<file path="src/sv/alab_pkg.sv">
`default_nettype none
package alab_pkg;

   typedef enum logic [3:0] {
      ST_IDLE,
      ST_LOG,
      ST_RING_WR,
      ST_SUM_RD,
      ST_SUM_ACC,
      ST_DIV,
      ST_CAL_WR,
      ST_SORT_RD,
      ST_SORT_CMP,
      ST_RANK_RD,
      ST_RANK_GET,
      ST_TICK_NUM,
      ST_TICK_DIV,
      ST_TICK_EASE,
      ST_TICK_OUT
   } state_type;

   localparam logic [2:0] CSR_LEVEL_FLOOR   = 3'd0;
   localparam logic [2:0] CSR_LEVEL_CEILING = 3'd1;
   localparam logic [2:0] CSR_MIN_SPAN      = 3'd2;
   localparam logic [2:0] CSR_EASE_COEFF    = 3'd3;
   localparam logic [2:0] CSR_CEILING_RANK  = 3'd4;

   localparam logic OP_SAMPLE = 1'b0;
   localparam logic OP_TICK   = 1'b1;

   function automatic logic [8:0] mant_tab(input logic [4:0] k);
      logic [8:0] r;
      begin
         case (k)
            5'd0:  r = 9'd0;
            5'd1:  r = 9'd22;
            5'd2:  r = 9'd44;
            5'd3:  r = 9'd63;
            5'd4:  r = 9'd82;
            5'd5:  r = 9'd100;
            5'd6:  r = 9'd118;
            5'd7:  r = 9'd134;
            5'd8:  r = 9'd150;
            5'd9:  r = 9'd165;
            5'd10: r = 9'd179;
            5'd11: r = 9'd193;
            5'd12: r = 9'd207;
            5'd13: r = 9'd220;
            5'd14: r = 9'd232;
            5'd15: r = 9'd244;
            5'd16: r = 9'd256;
            default: r = 9'd0;
         endcase
         return r;
      end
   endfunction

endpackage
`default_nettype wire

</file>
<file path="src/sv/alab_log2.sv">
`default_nettype none
// combinational log2 in 4.12, registered by the caller
module alab_log2 (
   input  wire logic [15:0] value,
   output logic      [15:0] log_value
);
   logic [15:0] v1, v2, v3, v4, v5;
   logic [16:0] r;
   logic [3:0]  k;
   logic [7:0]  q;
   logic [8:0]  p;
   logic [17:0] terp;

   always_comb begin
      r  = 17'h0c000;
      v1 = value;
      v2 = value;
      v3 = value;
      v4 = value;
      v5 = value;
      if ((value & 16'hf000) != 16'h0) begin
         if ((v1 & 16'hc000) != 16'h0) begin v2 = v1 >> 2; r = r + 17'h2000; end
         else v2 = v1;
         if ((v2 & 16'h2000) != 16'h0) begin v5 = v2 >> 1; r = r + 17'h1000; end
         else v5 = v2;
      end else begin
         if ((v1 & 16'hffc0) == 16'h0) begin v2 = v1 << 6; r = r - 17'h6000; end
         else v2 = v1;
         if ((v2 & 16'hfe00) == 16'h0) begin v3 = v2 << 3; r = r - 17'h3000; end
         else v3 = v2;
         if ((v3 & 16'hf800) == 16'h0) begin v4 = v3 << 2; r = r - 17'h2000; end
         else v4 = v3;
         if ((v4 & 16'hf000) == 16'h0) begin v5 = v4 << 1; r = r - 17'h1000; end
         else v5 = v4;
      end
      k = v5[11:8];
      q = v5[7:0];
      p = 9'd256 - {1'b0, q};
      terp = 18'(alab_pkg::mant_tab({1'b0, k}) * p)
           + 18'(alab_pkg::mant_tab({1'b0, k} + 5'd1) * q) + 18'd8;
      r = r + 17'(terp >> 4);
      log_value = r[15:0];
   end
endmodule
`default_nettype wire

</file>
<file path="config.mk">
export PLATFORM = sky130hd
export DESIGN_NAME = alab_log2
export DESIGN_NICKNAME = d
export VERILOG_FILES = /design/src/sv/alab_pkg.sv /design/src/sv/alab_log2.sv
export SDC_FILE = /design/constraint.sdc
export NUM_CORES = 1
export LEC_CHECK = 0
export BUFFER_PORTS_ARGS = -buffer_cell sky130_fd_sc_hd__clkbuf_2
export CAP_MARGIN = 20
export CELL_PAD_IN_SITES_DETAIL_PLACEMENT = 1
export CELL_PAD_IN_SITES_GLOBAL_PLACEMENT = 2
export CORE_ASPECT_RATIO = 0.7
export CORE_MARGIN = 10
export CORE_UTILIZATION = 30
export DETAILED_ROUTE_END_ITERATION = 10
export PLACE_DENSITY = 0.65
export SLEW_MARGIN = 25
export SYNTH_ARGS = -nofsm -noshare
export SYNTH_HDL_FRONTEND = slang
export SYNTH_SLANG_ARGS = --single-unit
</file>
<file path="constraint.sdc">
create_clock -name vclk -period 41.1
set_input_delay 12.33 -clock vclk [all_inputs]
set_output_delay 12.33 -clock vclk [all_outputs]
set_load 0.005 [all_outputs]
</file>
==> impl_metrics.env <==
export IMPL_end_kind="output port"
export IMPL_synth_mux_area_fraction=0.0313
export IMPL_seq_area_frac_synth=0
export IMPL_status="complete, no violations"
export IMPL_rows=46
export IMPL_n_clock_buffer=0
export IMPL_synth_commonest_cells="inv_1, fa_1, ha_1, nor2_1, nand2_1"
export IMPL_grt_start_max_net_pins=17
export IMPL_synthesis_nets=1062
export IMPL_core_area_sq_um=22700
export IMPL_die_h_um=147
export IMPL_cts_post_setup_buffers_inserted=0
export IMPL_yosys_area_top_type="fa_1"
export IMPL_synth_most_common_cell="inv_1"
export IMPL_rsz0062_at_grt="no"
export IMPL_critical_path_max_fanout=13
export IMPL_critical_path_slowest_cell="or4_1"
export IMPL_global_route_usage_total=0.149
export IMPL_die_w_um=202
export IMPL_hpwl_um=18500
export IMPL_whs_path_depth=7
export IMPL_initial_core_util=0.306
export IMPL_cp_required_ps=28770
export IMPL_firstDrtPassIters=4
export IMPL_hold_path_class="in2out"
export IMPL_grt_pass1_vias=6175
export IMPL_antenna_found_initial=0
export IMPL_period_share=0.871
export IMPL_startpoint_type="input port"
export IMPL_synthDistinctLibCells=83
export IMPL_synth_xor_area_share=0.0347
export IMPL_yosysTopAreaCellShare=0.322
export IMPL_cp_common_cell="fa_1"
export IMPL_seq_cell_count=0
export IMPL_netlist_area_sq_um=6960
export IMPL_io_pins=32
export IMPL_seq_area_sq_um=0
export IMPL_routedWlPerCell_um=18.5
export IMPL_synthAdderAreaFrac=0.469
export IMPL_first_iter_violations=369
export IMPL_slew_headroom=0.267
export IMPL_n_antenna_cell=0
export IMPL_crit_arrival_ps=23460
export IMPL_viasPerCell=4.94
export IMPL_hp_start="value[11]"
export IMPL_slew_viol_final=0
export IMPL_io_buffer_count=32
export IMPL_drive_gt1_frac=0.105
export IMPL_syn_area_per_cell_sq_um=8.17
export IMPL_min_period_ps=35790
export IMPL_nets=1072
export IMPL_cp_top_family="adder cells"
export IMPL_synth_cells=852
export IMPL_gr_total_overflow=0
export IMPL_hold_violations=0
export IMPL_critical_path_class="in2out"
export IMPL_final_setup_tns_ps=0
export IMPL_ys_top_cells_by_area="fa_1, ha_1, inv_1"
export IMPL_finalSetupViolCount=0
export IMPL_synth_simple_gate_area_frac=0.208
export IMPL_grt_pass1_wl_um=36400
export IMPL_utilization=0.327
export IMPL_totalWireLength_um=21700
export IMPL_fmax_mhz=27.9
export IMPL_synth_top_family_by_area="adder cells"
export IMPL_detail_route_antenna_nets=0
export IMPL_ys_warn_count=0
export IMPL_dr_total_vias=5787
export IMPL_cp_startpoint="value[13]"
export IMPL_place_congestion=0.888
export IMPL_fillers=2767
export IMPL_area_growth_pct=6.76
export IMPL_critical_path_max_stage_delay_ps=790
export IMPL_synth_compound_area_frac=0.143
export IMPL_tightest_slew_ps=1100
export IMPL_path_buf_inv=7
export IMPL_drv_cap=0
export IMPL_min_to="log_value[15]"
export IMPL_cts_resized_gates=0
export IMPL_drcViolationCount=0
export IMPL_die_area_sq_um=29800
export IMPL_cts_hold_buf=0
## layout by cell type (no fill, tap or decap), types with 3 or more instances in the layout
cell type and instances:
inv_1 164, fa_1 112, ha_1 82, nor2_1 78
nand2_1 72, clkbuf_2 32, and2_1 29, a21oi_1 26
mux2i_1 18, xnor2_1 18, o21ai_0 17, or3_1 13
nor3_1 12, or2_1 11, nand3_1 11, or2_2 11
nor2b_1 9, buf_4 9, a22oi_1 7, xor2_1 7
a21o_1 6, nand2b_1 6, a31oi_1 5, o211ai_1 5
nand4_1 5, a41oi_1 4, nor4_1 4, a211oi_1 4
o21ai_2 4, o31ai_1 4, o21ai_1 4, nor3_2 3
or4_1 3, a22o_1 3, a221o_1 3
## through the flow
| stage | hold slack (ps) | instance area, sq um | setup WS, ps | std cells |
|---|---|---|---|---|
| 5_1_grt | 25810 | 7430 | 4480 | 1172 |
| 2_1_floorplan | 25180 | 6960 | 7010 | 852 |
| 6_report | 25670 | 7430 | 5310 | 1172 |
| 3_5_place_dp | 25700 | 7430 | 5360 | 1172 |
| 4_1_cts | 25710 | 7430 | 5330 | 1172 |
| 3_3_place_gp | 25720 | 7430 | 5470 | 1172 |
## logic make-up (layout without fill, tap and decap cells)
group | count (synthesis) | count (layout)
AOI/OAI and AO/OA | 128 | 128
xor gates and xnor gates | 26 | 26
adders and majority gates | 194 | 194
buffers and inverters | 200 | 208
muxes | 21 | 21
and+or+nand+nor | 283 | 283
## cell type report
type,count,area [sq um],area share
Inverter,167,637,0.0857
Tap cell,312,390,0.0525
Timing Repair Buffer,41,228,0.0306
Multi-Input combinational cell,652,6180,0.831
## metal layers
layer  global-route usage  wire length [um]
met1                0.242             11800
met2                0.217              8830
met3               0.0124              1060
met4              0.00223                 0
met5                    0                 0
## worst max-delay path by stage
stage / endpoint / cells past startpoint
2_1_floorplan: log_value[15] / 44
3_3_place_gp: log_value[13] / 37
3_5_place_dp: log_value[15] / 39
4_1_cts: log_value[15] / 39
5_1_grt: log_value[15] / 39
6_report: log_value[13] / 37
Power is left out: the tool's default activity adds up to more than one toggle a clock period on the data nets, which glitch-free logic cannot reach.
