`src/sv/alab_div.sv`:
```
`default_nettype none
// restoring divider, one quotient bit per cycle
module alab_div #(
   parameter int WIDTH = 48
) (
   input  wire logic             clock,
   input  wire logic             reset,
   input  wire logic             start,
   input  wire logic [WIDTH-1:0] dividend,
   input  wire logic [WIDTH-1:0] divisor,
   output logic                  done,
   output logic      [WIDTH-1:0] quotient
);
   localparam int CW = $clog2(WIDTH + 1);
   logic [WIDTH-1:0] quot_ff, quot_in, rem_ff, rem_in, dvs_ff, dvs_in;
   logic [CW-1:0]    cnt_ff, cnt_in;
   logic             busy_ff, busy_in, done_ff, done_in;
   logic [WIDTH:0]   trial;

   always_comb begin
      quot_in = quot_ff;
      rem_in  = rem_ff;
      dvs_in  = dvs_ff;
      cnt_in  = cnt_ff;
      busy_in = busy_ff;
      done_in = 1'b0;
      trial   = '0;
      if (start) begin
         quot_in = dividend;
         rem_in  = '0;
         dvs_in  = divisor;
         cnt_in  = CW'(WIDTH);
         busy_in = 1'b1;
      end else if (busy_ff) begin
         trial = {rem_ff, quot_ff[WIDTH-1]} - {1'b0, dvs_ff};
         if (!trial[WIDTH]) begin
            rem_in  = trial[WIDTH-1:0];
            quot_in = {quot_ff[WIDTH-2:0], 1'b1};
         end else begin
            rem_in  = {rem_ff[WIDTH-2:0], quot_ff[WIDTH-1]};
            quot_in = {quot_ff[WIDTH-2:0], 1'b0};
         end
         cnt_in = cnt_ff - CW'(1);
         if (cnt_ff == CW'(1)) begin
            busy_in = 1'b0;
            done_in = 1'b1;
         end
      end
   end

   always_ff @(posedge clock) begin
      quot_ff <= quot_in;
      rem_ff  <= rem_in;
      dvs_ff  <= dvs_in;
      cnt_ff  <= cnt_in;
      if (reset) begin
         busy_ff <= 1'b0;
         done_ff <= 1'b0;
      end else begin
         busy_ff <= busy_in;
         done_ff <= done_in;
      end
   end

   assign done     = done_ff;
   assign quotient = quot_ff;
endmodule
`default_nettype wire

```
`config.mk`:
```
export PLATFORM = sky130hd
export DESIGN_NAME = alab_div
export DESIGN_NICKNAME = d
export VERILOG_FILES = /design/src/sv/alab_div.sv
export SDC_FILE = /design/constraint.sdc
export NUM_CORES = 1
export LEC_CHECK = 0
export ABC_AREA = 1
export BUFFER_PORTS_ARGS = -buffer_cell sky130_fd_sc_hd__buf_2
export CAP_MARGIN = 20
export CORE_ASPECT_RATIO = 1.75
export CORE_MARGIN = 2
export CORE_UTILIZATION = 34
export CTS_CLUSTER_DIAMETER = 40
export DETAILED_ROUTE_END_ITERATION = 8
export MAX_ROUTING_LAYER = met4
export PLACE_DENSITY_LB_ADDON = 0.05
export SYNTH_ARGS = -nofsm -noshare
export SYNTH_HDL_FRONTEND = slang
export SYNTH_SLANG_ARGS = --single-unit
```
`constraint.sdc`:
```
create_clock -name clock -period 2.5 [get_ports clock]
set_input_delay 0.25 -clock clock [delete_from_list [all_inputs] [get_ports clock]]
set_output_delay 0.25 -clock clock [all_outputs]
set_load 0.05 [all_outputs]
```
==> reports/metrics.cfg, run 1 <==
[timing]
fin_crit_sh_pct = 100
finalSetupTns_ns = -0.0130
fin_skew_ns = 0.0116
max_slew_margin_pct = 48.0
slew_violations = 0
final_hold_viol_count = 0
max_freq_mhz = 399
grt_setup_unrepaired = true
setup_ws_ns = -0.00722
worst_pin_slew_ns = 0.779
setup_viol_count_final = 3
period_minus_slack_ns = 2.51

[critical_path]
arrival_ns = 2.86
required_ns = 2.85
r2r_slack_ns = -0.007
cp_max_fo = 8
startpoint_type = register
r2r_start = quotient[47]
r2r_end = rem_ff[43]
endpoint_kind = register
crit_type = register to register
worstRegToRegCells = 17

[min_path]
holdPathStages = 3
hold-path-endpoint = quotient[32]
worstHoldStart = dividend[32]
min_path_type = input pin to register

[clocking]
clk_latency_ns = 0.46
cts.clk_slew.worst_paths_ns = 0.07
tritoncts = yes
htree_levels = 4
cts_buffers = 17
cts_buffer_depth = 2
clock_sinks = 152
cts_root_buf = clkbuf_16

[floorplan]
die_w_um = 138
start_util_pct = 34.6
num_rows = 85
ios = 148
dieArea_um2 = 32700
die_h_um = 238
core_area_um2 = 30700

[finish]
final_common_cell = nand2_1
area_delta_synth_final_pct = 31.3
layout-drive-gt1-share_pct = 19.7
fin_nets = 2035
fill_cells = 3310
fin_area_um2 = 13900
regArea_um2 = 4000
multi_input_area_um2 = 5650
final_cell_mix = nand2_1 (690), inv_1 (319), buf_2 (146)
diodes = 0

[yosys]
ys_seq_area_share_pct = 37.7
synth_top_area_cell = edfxtp_1
synthTopCellsByArea = edfxtp_1 (27%), nand2_1 (25%), inv_1 (11%), dfxtp_1 (11%), ha_1 (5.9%)
ys_ff_latch = 152
netlist.area_leader.share_pct = 27.1
yosys_warnings = 0
netlist_area_um2 = 10600
postSynth.asyncResetShare_pct = 0
synth_edf_count = 96
synth_cell_types = 37
syn_inst = 1623
syn_avg_cell_area_um2 = 6.55
synth_nets = 1773
yosys_most_used_dff = edfxtp_1

[flow_run]
max_cap_viol_count = 0

[pwr]
p_sw_share_pct = 30.6
p_leak_uw = 0.00745
combPwrFrac_pct = 18.3
p_int_uw = 4630
clkPwrFrac_pct = 37.9
p_sw_uw = 2040
p_per_area_nw_per_um2 = 478
vdd_drop_max_v = 0.000481
seqPwrFrac_pct = 43.9

[routing]
drtAntennaViolNets = 0
dr.pass1.iters = 4
drtIter0Drc = 410
vias_per_cell = 4.54
vias = 10400
finalWirelength_mm = 34.5
wl_per_cell_um = 15.1
drcViolationCount = 0

[placed_design]
placed_area_um2 = 12200
port_buffers = 147
place_congestion = 0.988
dp.final_hpwl_mm = 26.3

[grt]
antenna_found_initial = 0
grt_max_degree = 101
gr-max-usage-layer = met2
met3_usage_pct = 3.06
use_met1_pct = 22.5
met2_usage_pct = 40.6
grt-ovfl-total = 0
grt_first_pass_wirelength_mm = 52.5
globalRouteTotalUtil_pct = 21.8
grt_pass1_vias = 10400

[outcome]
violations = negative setup slack
status = complete, but fails checks

-- through the flow --
stage / hold slack, ns / worst slack (ns) / std cells / util [%] / power [uW]
after floorplan: 0.319 / -0.123 / 1623 / - / 3710
after global placement: 0.423 / 0.00677 / 2187 / 39.6 / 4090
after detailed placement: 0.428 / -0.00748 / 2187 / 39.6 / 4090
after CTS: 0.0335 / -0.0111 / 2268 / 43.2 / 6710
after global routing: 0.0558 / -0.111 / 2288 / 45.4 / 6970
final: 0.0614 / -0.00722 / 2288 / 45.4 / 6670
-- worst max path at each step --
stage / from / endpoint / slack, ns
after CTS: quotient[47] / rem_ff[36] / -0.01
final: quotient[47] / rem_ff[43] / -0.007
after global routing: quotient[47] / rem_ff[6] / -0.11
after detailed placement: dvs_ff[0] / rem_ff[30] / -0.007
after global placement: dvs_ff[45] / rem_ff[30] / 0.007
after floorplan: quotient[47] / quotient[0] / -0.12
-- worst max-delay path, stage by stage, from the launching register on --
cell and delay [ns]:
edfxtp_1 0.37, inv_2 0.05, ha_2 0.18, fa_2 0.36, inv_2 0.08, nand2_1 0.05, nand2_1 0.08, nand3_2 0.07
nand2_2 0.10, nand2_2 0.07, nand2_4 0.07, nand2_4 0.08, nand4_1 0.23, nand2_8 0.14, buf_12 0.16, clkbuf_16 0.16
nor2_4 0.09, o21ai_1 0.06
-- power by group through the flow --
stage | clock network [uW] | logic (uW) | registers (uW)
global placement | 0 | 1110 | 2980
floorplan | 0 | 457 | 3250
finish | 2530 | 1220 | 2920
detailed placement | 0 | 1110 | 2980
CTS | 2610 | 1170 | 2930
global route | 2690 | 1340 | 2940
-- cell usage after synthesis (4+ instances only) --
library cell / number
nand2_1: 713
inv_1: 323
nor2_1: 102
edfxtp_1: 96
nand3_1: 78
dfxtp_1: 56
ha_1: 50
a21oi_1: 38
clkbuf_1: 19
nand2_2: 19
o21ai_0: 17
xnor2_1: 17
nand4_1: 14
nand3_2: 11
xor2_1: 9
inv_2: 8
buf_2: 7
nor2_2: 7
nor3_1: 5
nor4_1: 4
o21bai_1: 4
-- layer usage --
layer / vias up / share of wire, %
li1: 5421 / -
met4: 0 / 3.4
met2: 195 / 54
met5: - / 0
met3: 55 / 2.7
met1: 4717 / 40
-- flip-flops by register name, indices dropped and copies added (netlist names) --
signal and cells:
done 1, rem_ff 48, busy_ff 1, cnt_ff 6
quotient 48, dvs_ff 48
-- layout make-up --
cell class / count / share of cell area, %
flip-flops and latches: 152 / 28.7
repair buffers: 272 / 14.4
well taps: 391 / 3.51
inverters: 332 / 8.94
multi-input cells: 1110 / 40.5
clock inverters: 14 / 0.897
clock buffers: 17 / 3.05
-- cell families (layout without fill, tap and decap cells) --
| family | Yosys count | after routing | synth area share (%) |
|---|---|---|---|
| adders and majority gates | 51 | 51 | 6.08 |
| buffers and inverters | 362 | 635 | 13.2 |
| xor gates and xnor gates | 26 | 26 | 2.14 |
| DFF | 152 | 152 | 37.7 |
| AOI/OAI and AO/OA | 67 | 67 | 3.44 |
| and+or+nand+nor | 965 | 966 | 37.5 |
-- repair_timing --
item                                    in CTS  in global routing
hold buffers                                49                  0
endpoints found under the setup margin       2                 49
pin swaps                                    0                 14
cloned                                       1                  7
hold endpoints to repair                    50                  0
setup buffers                                0                 13
gates resized for setup                      2                 79
(Power assumes the default switching activity.)
==> run 2, diff against run 1 <==
==> constraint.sdc (replaced) <==
create_clock -name clock -period 2.5 [get_ports clock]
set_input_delay 0.375 -clock clock [delete_from_list [all_inputs] [get_ports clock]]
set_output_delay 0.375 -clock clock [all_outputs]
set_load 0.05 [all_outputs]
==> run 2 against run 1 <==
Compared with the run above:
- the flow now finishes without violations
- routed wire length is 1.4% lower
- worst hold slack better by 0.021 ns
- combinational power is 8% lower
- design area is 5.4% lower
- clock power is 8.7% higher
- worst setup slack better by 0.10 ns
- global-route usage hardly changed
- clock skew is 0.0044 ns higher
- cell count is 2.8% lower
- non-clock buffer count is 67 lower
==> reports/metrics.cfg, run 2 (same netlist as run 1, synthesis figures left out) <==
[outcome]
status = finished clean

[floorplan]
dieArea_um2 = 32700
ios = 148
start_util_pct = 34.6
num_rows = 85
die_h_um = 238
die_w_um = 138
core_area_um2 = 30700

[clocking]
clock_sinks = 152
tritoncts = yes
htree_levels = 4
cts_buffers = 17
clk_latency_ns = 0.46
cts_root_buf = clkbuf_16
cts.clk_slew.worst_paths_ns = 0.07
cts_buffer_depth = 2

[placed_design]
dpl_worst_slack_ns = 0.0135
dp.final_hpwl_mm = 26.3
port_buffers = 147
place_congestion = 0.941
dpl.cell_count = 2173
placed_area_um2 = 12100

[timing]
fin_skew_ns = 0.0160
worst_pin_slew_ns = 0.605
grt_setup_unrepaired = true
fin_crit_sh_pct = 96.2
setup_viol_count_final = 0
max_slew_margin_pct = 59.7
max_freq_mhz = 416
period_minus_slack_ns = 2.41
slew_violations = 0
final_hold_viol_count = 0
setup_ws_ns = 0.0943
finalSetupTns_ns = 0

[critical_path]
startpoint_type = register
critPathMostFrequentCell = nand2_2
slowest_stage = edfxtp_1
cp_num_cells = 16
r2r_start = dvs_ff[0]
endpoint_kind = register
r2r_slack_ns = 0.09
crit_type = register to register
r2r_end = rem_ff[45]
arrival_ns = 2.75
cp.buffers_inverters = 3
cp_cell_sequence = ha_4 -> fa_2 -> inv_2 -> nand2_1 -> nand2_2 -> nand3_2 -> nand2_2 -> nand2_2 -> nand2_2 -> nand2_4 -> nand4_1 -> buf_6 -> nand2_8 -> clkbuf_16 -> nor2_4 -> o21ai_0
crit_start = dvs_ff[0]
critical-path-top-delay-family = simple AND/OR/NAND/NOR gates
worstSetupEndpoint = rem_ff[45]
worstRegToRegCells = 16
max_stage_delay_ns = 0.42
required_ns = 2.85
cp_max_fo = 5

[pwr]
p_leak_uw = 0.00720
p_per_area_nw_per_um2 = 515
finalPower_uw = 6790
vdd_drop_max_v = 0.000481

[finish]
final_cell_mix = nand2_1 (697), inv_1 (320), buf_2 (146)
final_common_cell = nand2_1
fin_nets = 1968
final_cells = 2223
area_delta_synth_final_pct = 24.2
layout-drive-gt1-share_pct = 18.4
fin_area_um2 = 13200

[routing]
vias_per_cell = 4.54
dr.pass1.iters = 5
finalWirelength_mm = 34.0
vias = 10100
drtAntennaViolNets = 0
drtIter0Drc = 345
wl_per_cell_um = 15.3
drcViolationCount = 0

[grt]
grt_first_pass_wirelength_mm = 52.2
grt_pass1_vias = 10400
globalRouteTotalUtil_pct = 21.8
antenna_found_initial = 1
grt-ovfl-total = 0
grt_max_degree = 62

[min_path]
min_path_type = input pin to register

[flow_run]
max_cap_viol_count = 0

[run 2: changes by cell type in the layout (fill, tap and decap cells not counted), moves of 3 or more]
cell | previous run | this run
nand2_1 | 690 | 697
nand2_2 | 38 | 32
dlygate4sd3_1 | 49 | 0
ha_1 | 32 | 44
nand2_4 | 5 | 2
clkinvlp_4 | 4 | 1
o21ai_0 | 14 | 9
a21oi_2 | 4 | 1
ha_4 | 17 | 3
buf_4 | 62 | 43
o21ai_2 | 0 | 3
[run 2: area by class of cell]
type | instances | area (um2)
Sequential cell | 152 | 4000
Inverter | 332 | 1250
Tap cell | 391 | 489
Multi-Input combinational cell | 1110 | 5490
Clock inverter | 14 | 169
Fill cell | 3315 | 17500
Antenna cell | 1 | 2.50
Timing Repair Buffer | 205 | 1360
Clock buffer | 18 | 429
[run 2: worst min path at each step]
stage	to	cells after the start	startpoint	slack [ns]
finish	dvs_ff[45]	1	divisor[45]	0.08
global route	dvs_ff[27]	1	divisor[27]	0.06
CTS	dvs_ff[27]	1	divisor[27]	0.06
detailed placement	rem_ff[37]	2	rem_ff[37]	0.46
global placement	rem_ff[16]	2	rem_ff[16]	0.46
floorplan	busy_ff	1	reset	0.44
[run 2: through the flow]
| stage | hold WS [ns] | util, % |
|---|---|---|
| floorplan | 0.444 | - |
| global placement | 0.459 | 39.3 |
| detailed placement | 0.463 | 39.3 |
| CTS | 0.0594 | 41.3 |
| global route | 0.0634 | 42.9 |
| finish | 0.0819 | 42.9 |
[run 2: power by group]
| part | internal [uW] | switching [uW] | total [uW] |
|---|---|---|---|
| sequential | 2850 | 73.1 | 2920 |
| combinational | 326 | 790 | 1120 |
| clock | 1580 | 1180 | 2750 |
[run 2: timing repair]
item / CTS / global route
buffers inserted: 0 / 9
gates resized for setup: 1 / 72
hold buffers: 0 / 0
endpoints found under the setup margin: 1 / 49
pin swaps: 0 / 11
cloned: 0 / 8
[run 2: per-layer routing]
| metal | routed length [um] | GRT usage (%) |
|---|---|---|
| met5 | 0 | - |
| met4 | 2000 | 12.6 |
| met3 | 1140 | 3.38 |
| met2 | 17700 | 39.0 |
| met1 | 13200 | 22.0 |
==> run 3, diff against run 2 <==
--- a/config.mk
+++ b/config.mk
@@ -5,7 +5,6 @@
 export SDC_FILE = /design/constraint.sdc
 export NUM_CORES = 1
 export LEC_CHECK = 0
-export ABC_AREA = 1
 export BUFFER_PORTS_ARGS = -buffer_cell sky130_fd_sc_hd__buf_2
 export CAP_MARGIN = 20
 export CORE_ASPECT_RATIO = 1.75
==> run 3 against run 2 <==
Compared with the run above:
- the run now ends with negative setup slack left
- sequential cell count stayed put
- core utilization increased by 8.8 points
- critical path depth fell by 1
- worst setup slack worse by 0.62 ns
- clock-buffer cell count grew 8
- worst hold slack improved by 0.0039 ns
- global-route usage down 2.1 points
- cell count is 26% lower
- register-to-register slack got worse by 0.62 ns
- total power grew 19%
- combinational power grew 120%
- highest routed layer unchanged
- clock power shrank 7%
==> reports/metrics.cfg, run 3 <==
[outcome]
status = complete, but fails checks
violations = negative setup slack

[routing]
dr.pass1.iters = 5
drtIter0Drc = 316
drtAntennaViolNets = 0
vias_per_cell = 5.02
wl_per_cell_um = 16.9
drcViolationCount = 0
vias = 8274
finalWirelength_mm = 27.8

[critical_path]
worstRegToRegCells = 15
endpoint_kind = register
crit_type = register to register
r2r_end = rem_ff[0]
startpoint_type = register
required_ns = 2.85
arrival_ns = 3.37
r2r_start = dvs_ff[43]
cp_max_fo = 5
r2r_slack_ns = -0.53

[clocking]
hold_buffers = 0
cts_buffers = 17
cts_root_buf = clkbuf_16
cts_buffer_depth = 2
clk_latency_ns = 0.45
clock_sinks = 152
cts.clk_slew.worst_paths_ns = 0.06
htree_levels = 4
tritoncts = yes

[yosys]
yosys_warnings = 0
synth_edf_count = 96
synthTopCellsByArea = edfxtp_1 (32%), dfxtp_1 (12%), ha_1 (6.9%), mux2_2 (5.8%), a21oi_1 (3.9%)
synth_most_common_cell = edfxtp_1
ys_seq_area_share_pct = 44.2
netlist.area_leader.share_pct = 31.8
netlist_area_um2 = 9070
syn_avg_cell_area_um2 = 9.90
postSynth.asyncResetShare_pct = 0
syn_inst = 916
synth_nets = 1066
synth_top_area_cell = edfxtp_1
synth_cell_types = 62
yosys-top-cells-count = edfxtp_1 (96), nor2_1 (87), a21oi_1 (71), nand2_1 (68), inv_1 (66)
ys_ff_latch = 152
yosys_most_used_dff = edfxtp_1

[timing]
final_hold_viol_count = 0
fin_crit_sh_pct = 121
setup_viol_count_final = 49
max_freq_mhz = 331
max_slew_margin_pct = 52.4
fin_skew_ns = 0.00955
worst_pin_slew_ns = 0.712
finalSetupTns_ns = -22.00
slew_violations = 0
grt_setup_unrepaired = true
period_minus_slack_ns = 3.03
setup_ws_ns = -0.525

[grt]
globalRouteTotalUtil_pct = 19.7
grt_first_pass_wirelength_mm = 41.7
grt_pass1_vias = 8391
grt-ovfl-total = 0
antenna_found_initial = 0
grt_max_degree = 59

[finish]
area_delta_synth_final_pct = 50.6
final_cell_mix = buf_4 (249), buf_2 (146), edfxtp_1 (96)
layout-drive-gt1-share_pct = 49.2
final_cells = 1647
final_common_cell = buf_4
fin_nets = 1460
fin_util_pct = 51.7
diodes = 0

[min_path]
worstHoldStart = reset
hold-path-endpoint = busy_ff
min_path_type = input pin to register
holdPathStages = 2

[floorplan]
die_h_um = 220
dieArea_um2 = 28000
num_rows = 79
ios = 148
die_w_um = 127
start_util_pct = 34.4
core_area_um2 = 26400

[pwr]
combPwrFrac_pct = 31.1
p_sw_share_pct = 31.9
seqPwrFrac_pct = 37.3
clkPwrFrac_pct = 31.7
p_leak_uw = 0.00601
p_int_uw = 5510
p_per_area_nw_per_um2 = 592
vdd_drop_max_v = 0.000498
p_sw_uw = 2580

[placed_design]
dp.final_hpwl_mm = 20.1
place_congestion = 0.831
dpl.cell_count = 1577
port_buffers = 147

[flow_run]
max_cap_viol_count = 0

[run 3: changes by cell type in the layout (fill, tap and decap cells not counted), sizes merged, moves of 16 or more]
cell and change:
buf +221, o211ai +19, mux2 +47, a21o +17
xor2 +16, nor2 -25, nor3 +18, nand3 -74
a21oi +40, inv -267, nand2 -667, a211oi +29
[run 3: critical path, cell delays in order (launching register included)]
cell       delay (ns)
edfxtp_1         0.35
inv_2            0.05
ha_4             0.28
buf_6            0.10
nand4_1          0.18
nor4_2           0.32
buf_4            0.17
nand4_1          0.15
a211oi_2         0.35
a2111oi_4        0.08
buf_4            0.18
buf_6            0.12
and3_4           0.20
nor2_4           0.12
a211oi_2         0.04
a31o_1           0.21
[run 3: metrics by stage]
step / setup slack (ns) / total power [uW] / hold slack, ns / cell area (um2)
6_report: -0.525 / 8090 / 0.0857 / 13700
5_1_grt: -0.653 / 8480 / 0.0748 / 13700
4_1_cts: -0.464 / 8020 / 0.0687 / 12800
3_5_place_dp: -0.630 / 5360 / 0.484 / 12000
3_3_place_gp: -0.559 / 5370 / 0.476 / 12000
2_1_floorplan: -0.423 / 4400 / 0.447 / 9210
[run 3: layout make-up]
type                    instances  area [um2]
inverters                      67         251
multi-input cells             645        5320
well taps                     324         405
flip-flops and latches        152        4010
clock buffers                  26         500
clock inverters                 6        66.3
fillers                      2470       12700
repair buffers                427        3110
[run 3: cells by family after synthesis]
logic type | Yosys count | synth area share [%]
multiplexers | 51 | 6.28
buffers and inverters | 121 | 5.62
adder cells (fa/ha/maj) | 51 | 7.12
flip-flops | 152 | 44.2
XOR/XNOR | 47 | 4.54
AO/OA/AOI/OAI | 254 | 20.2
AND/OR/NAND/NOR | 240 | 12.1
[run 3: layer usage]
| layer | vias up | wire (um) | global-route usage (%) |
|---|---|---|---|
| li1 | 4143 | - | - |
| met1 | 3924 | 10200 | 19.2 |
| met2 | 151 | 16000 | 38.2 |
| met3 | 56 | 700 | 3.18 |
| met4 | 0 | 939 | 8.02 |
| met5 | - | 0 | - |
[run 3: worst max-delay path by stage]
| stage | start | end | slack [ns] | cells past startpoint |
|---|---|---|---|---|
| 2_1_floorplan | quotient[47] | rem_ff[34] | -0.42 | 12 |
| 3_3_place_gp | dvs_ff[27] | rem_ff[7] | -0.56 | 13 |
| 3_5_place_dp | dvs_ff[41] | rem_ff[32] | -0.63 | 12 |
| 4_1_cts | dvs_ff[45] | rem_ff[18] | -0.46 | 12 |
| 5_1_grt | dvs_ff[43] | rem_ff[1] | -0.65 | 15 |
| 6_report | dvs_ff[43] | rem_ff[0] | -0.53 | 15 |
[run 3: power by group through the flow]
stage / clock (uW) / sequential [uW] / combinational, uW
floorplan: 0 / 3350 / 1050
global placement: 0 / 3060 / 2300
detailed placement: 0 / 3060 / 2300
CTS: 2640 / 3020 / 2370
global route: 2710 / 3040 / 2730
finish: 2560 / 3020 / 2510
[run 3: timing repair]
action,in CTS,in global routing
pin swaps,13,80
endpoints found under the hold margin,0,0
buffers inserted,7,19
setup endpoints to repair,49,49
resized for setup,36,111
gates cloned,0,12
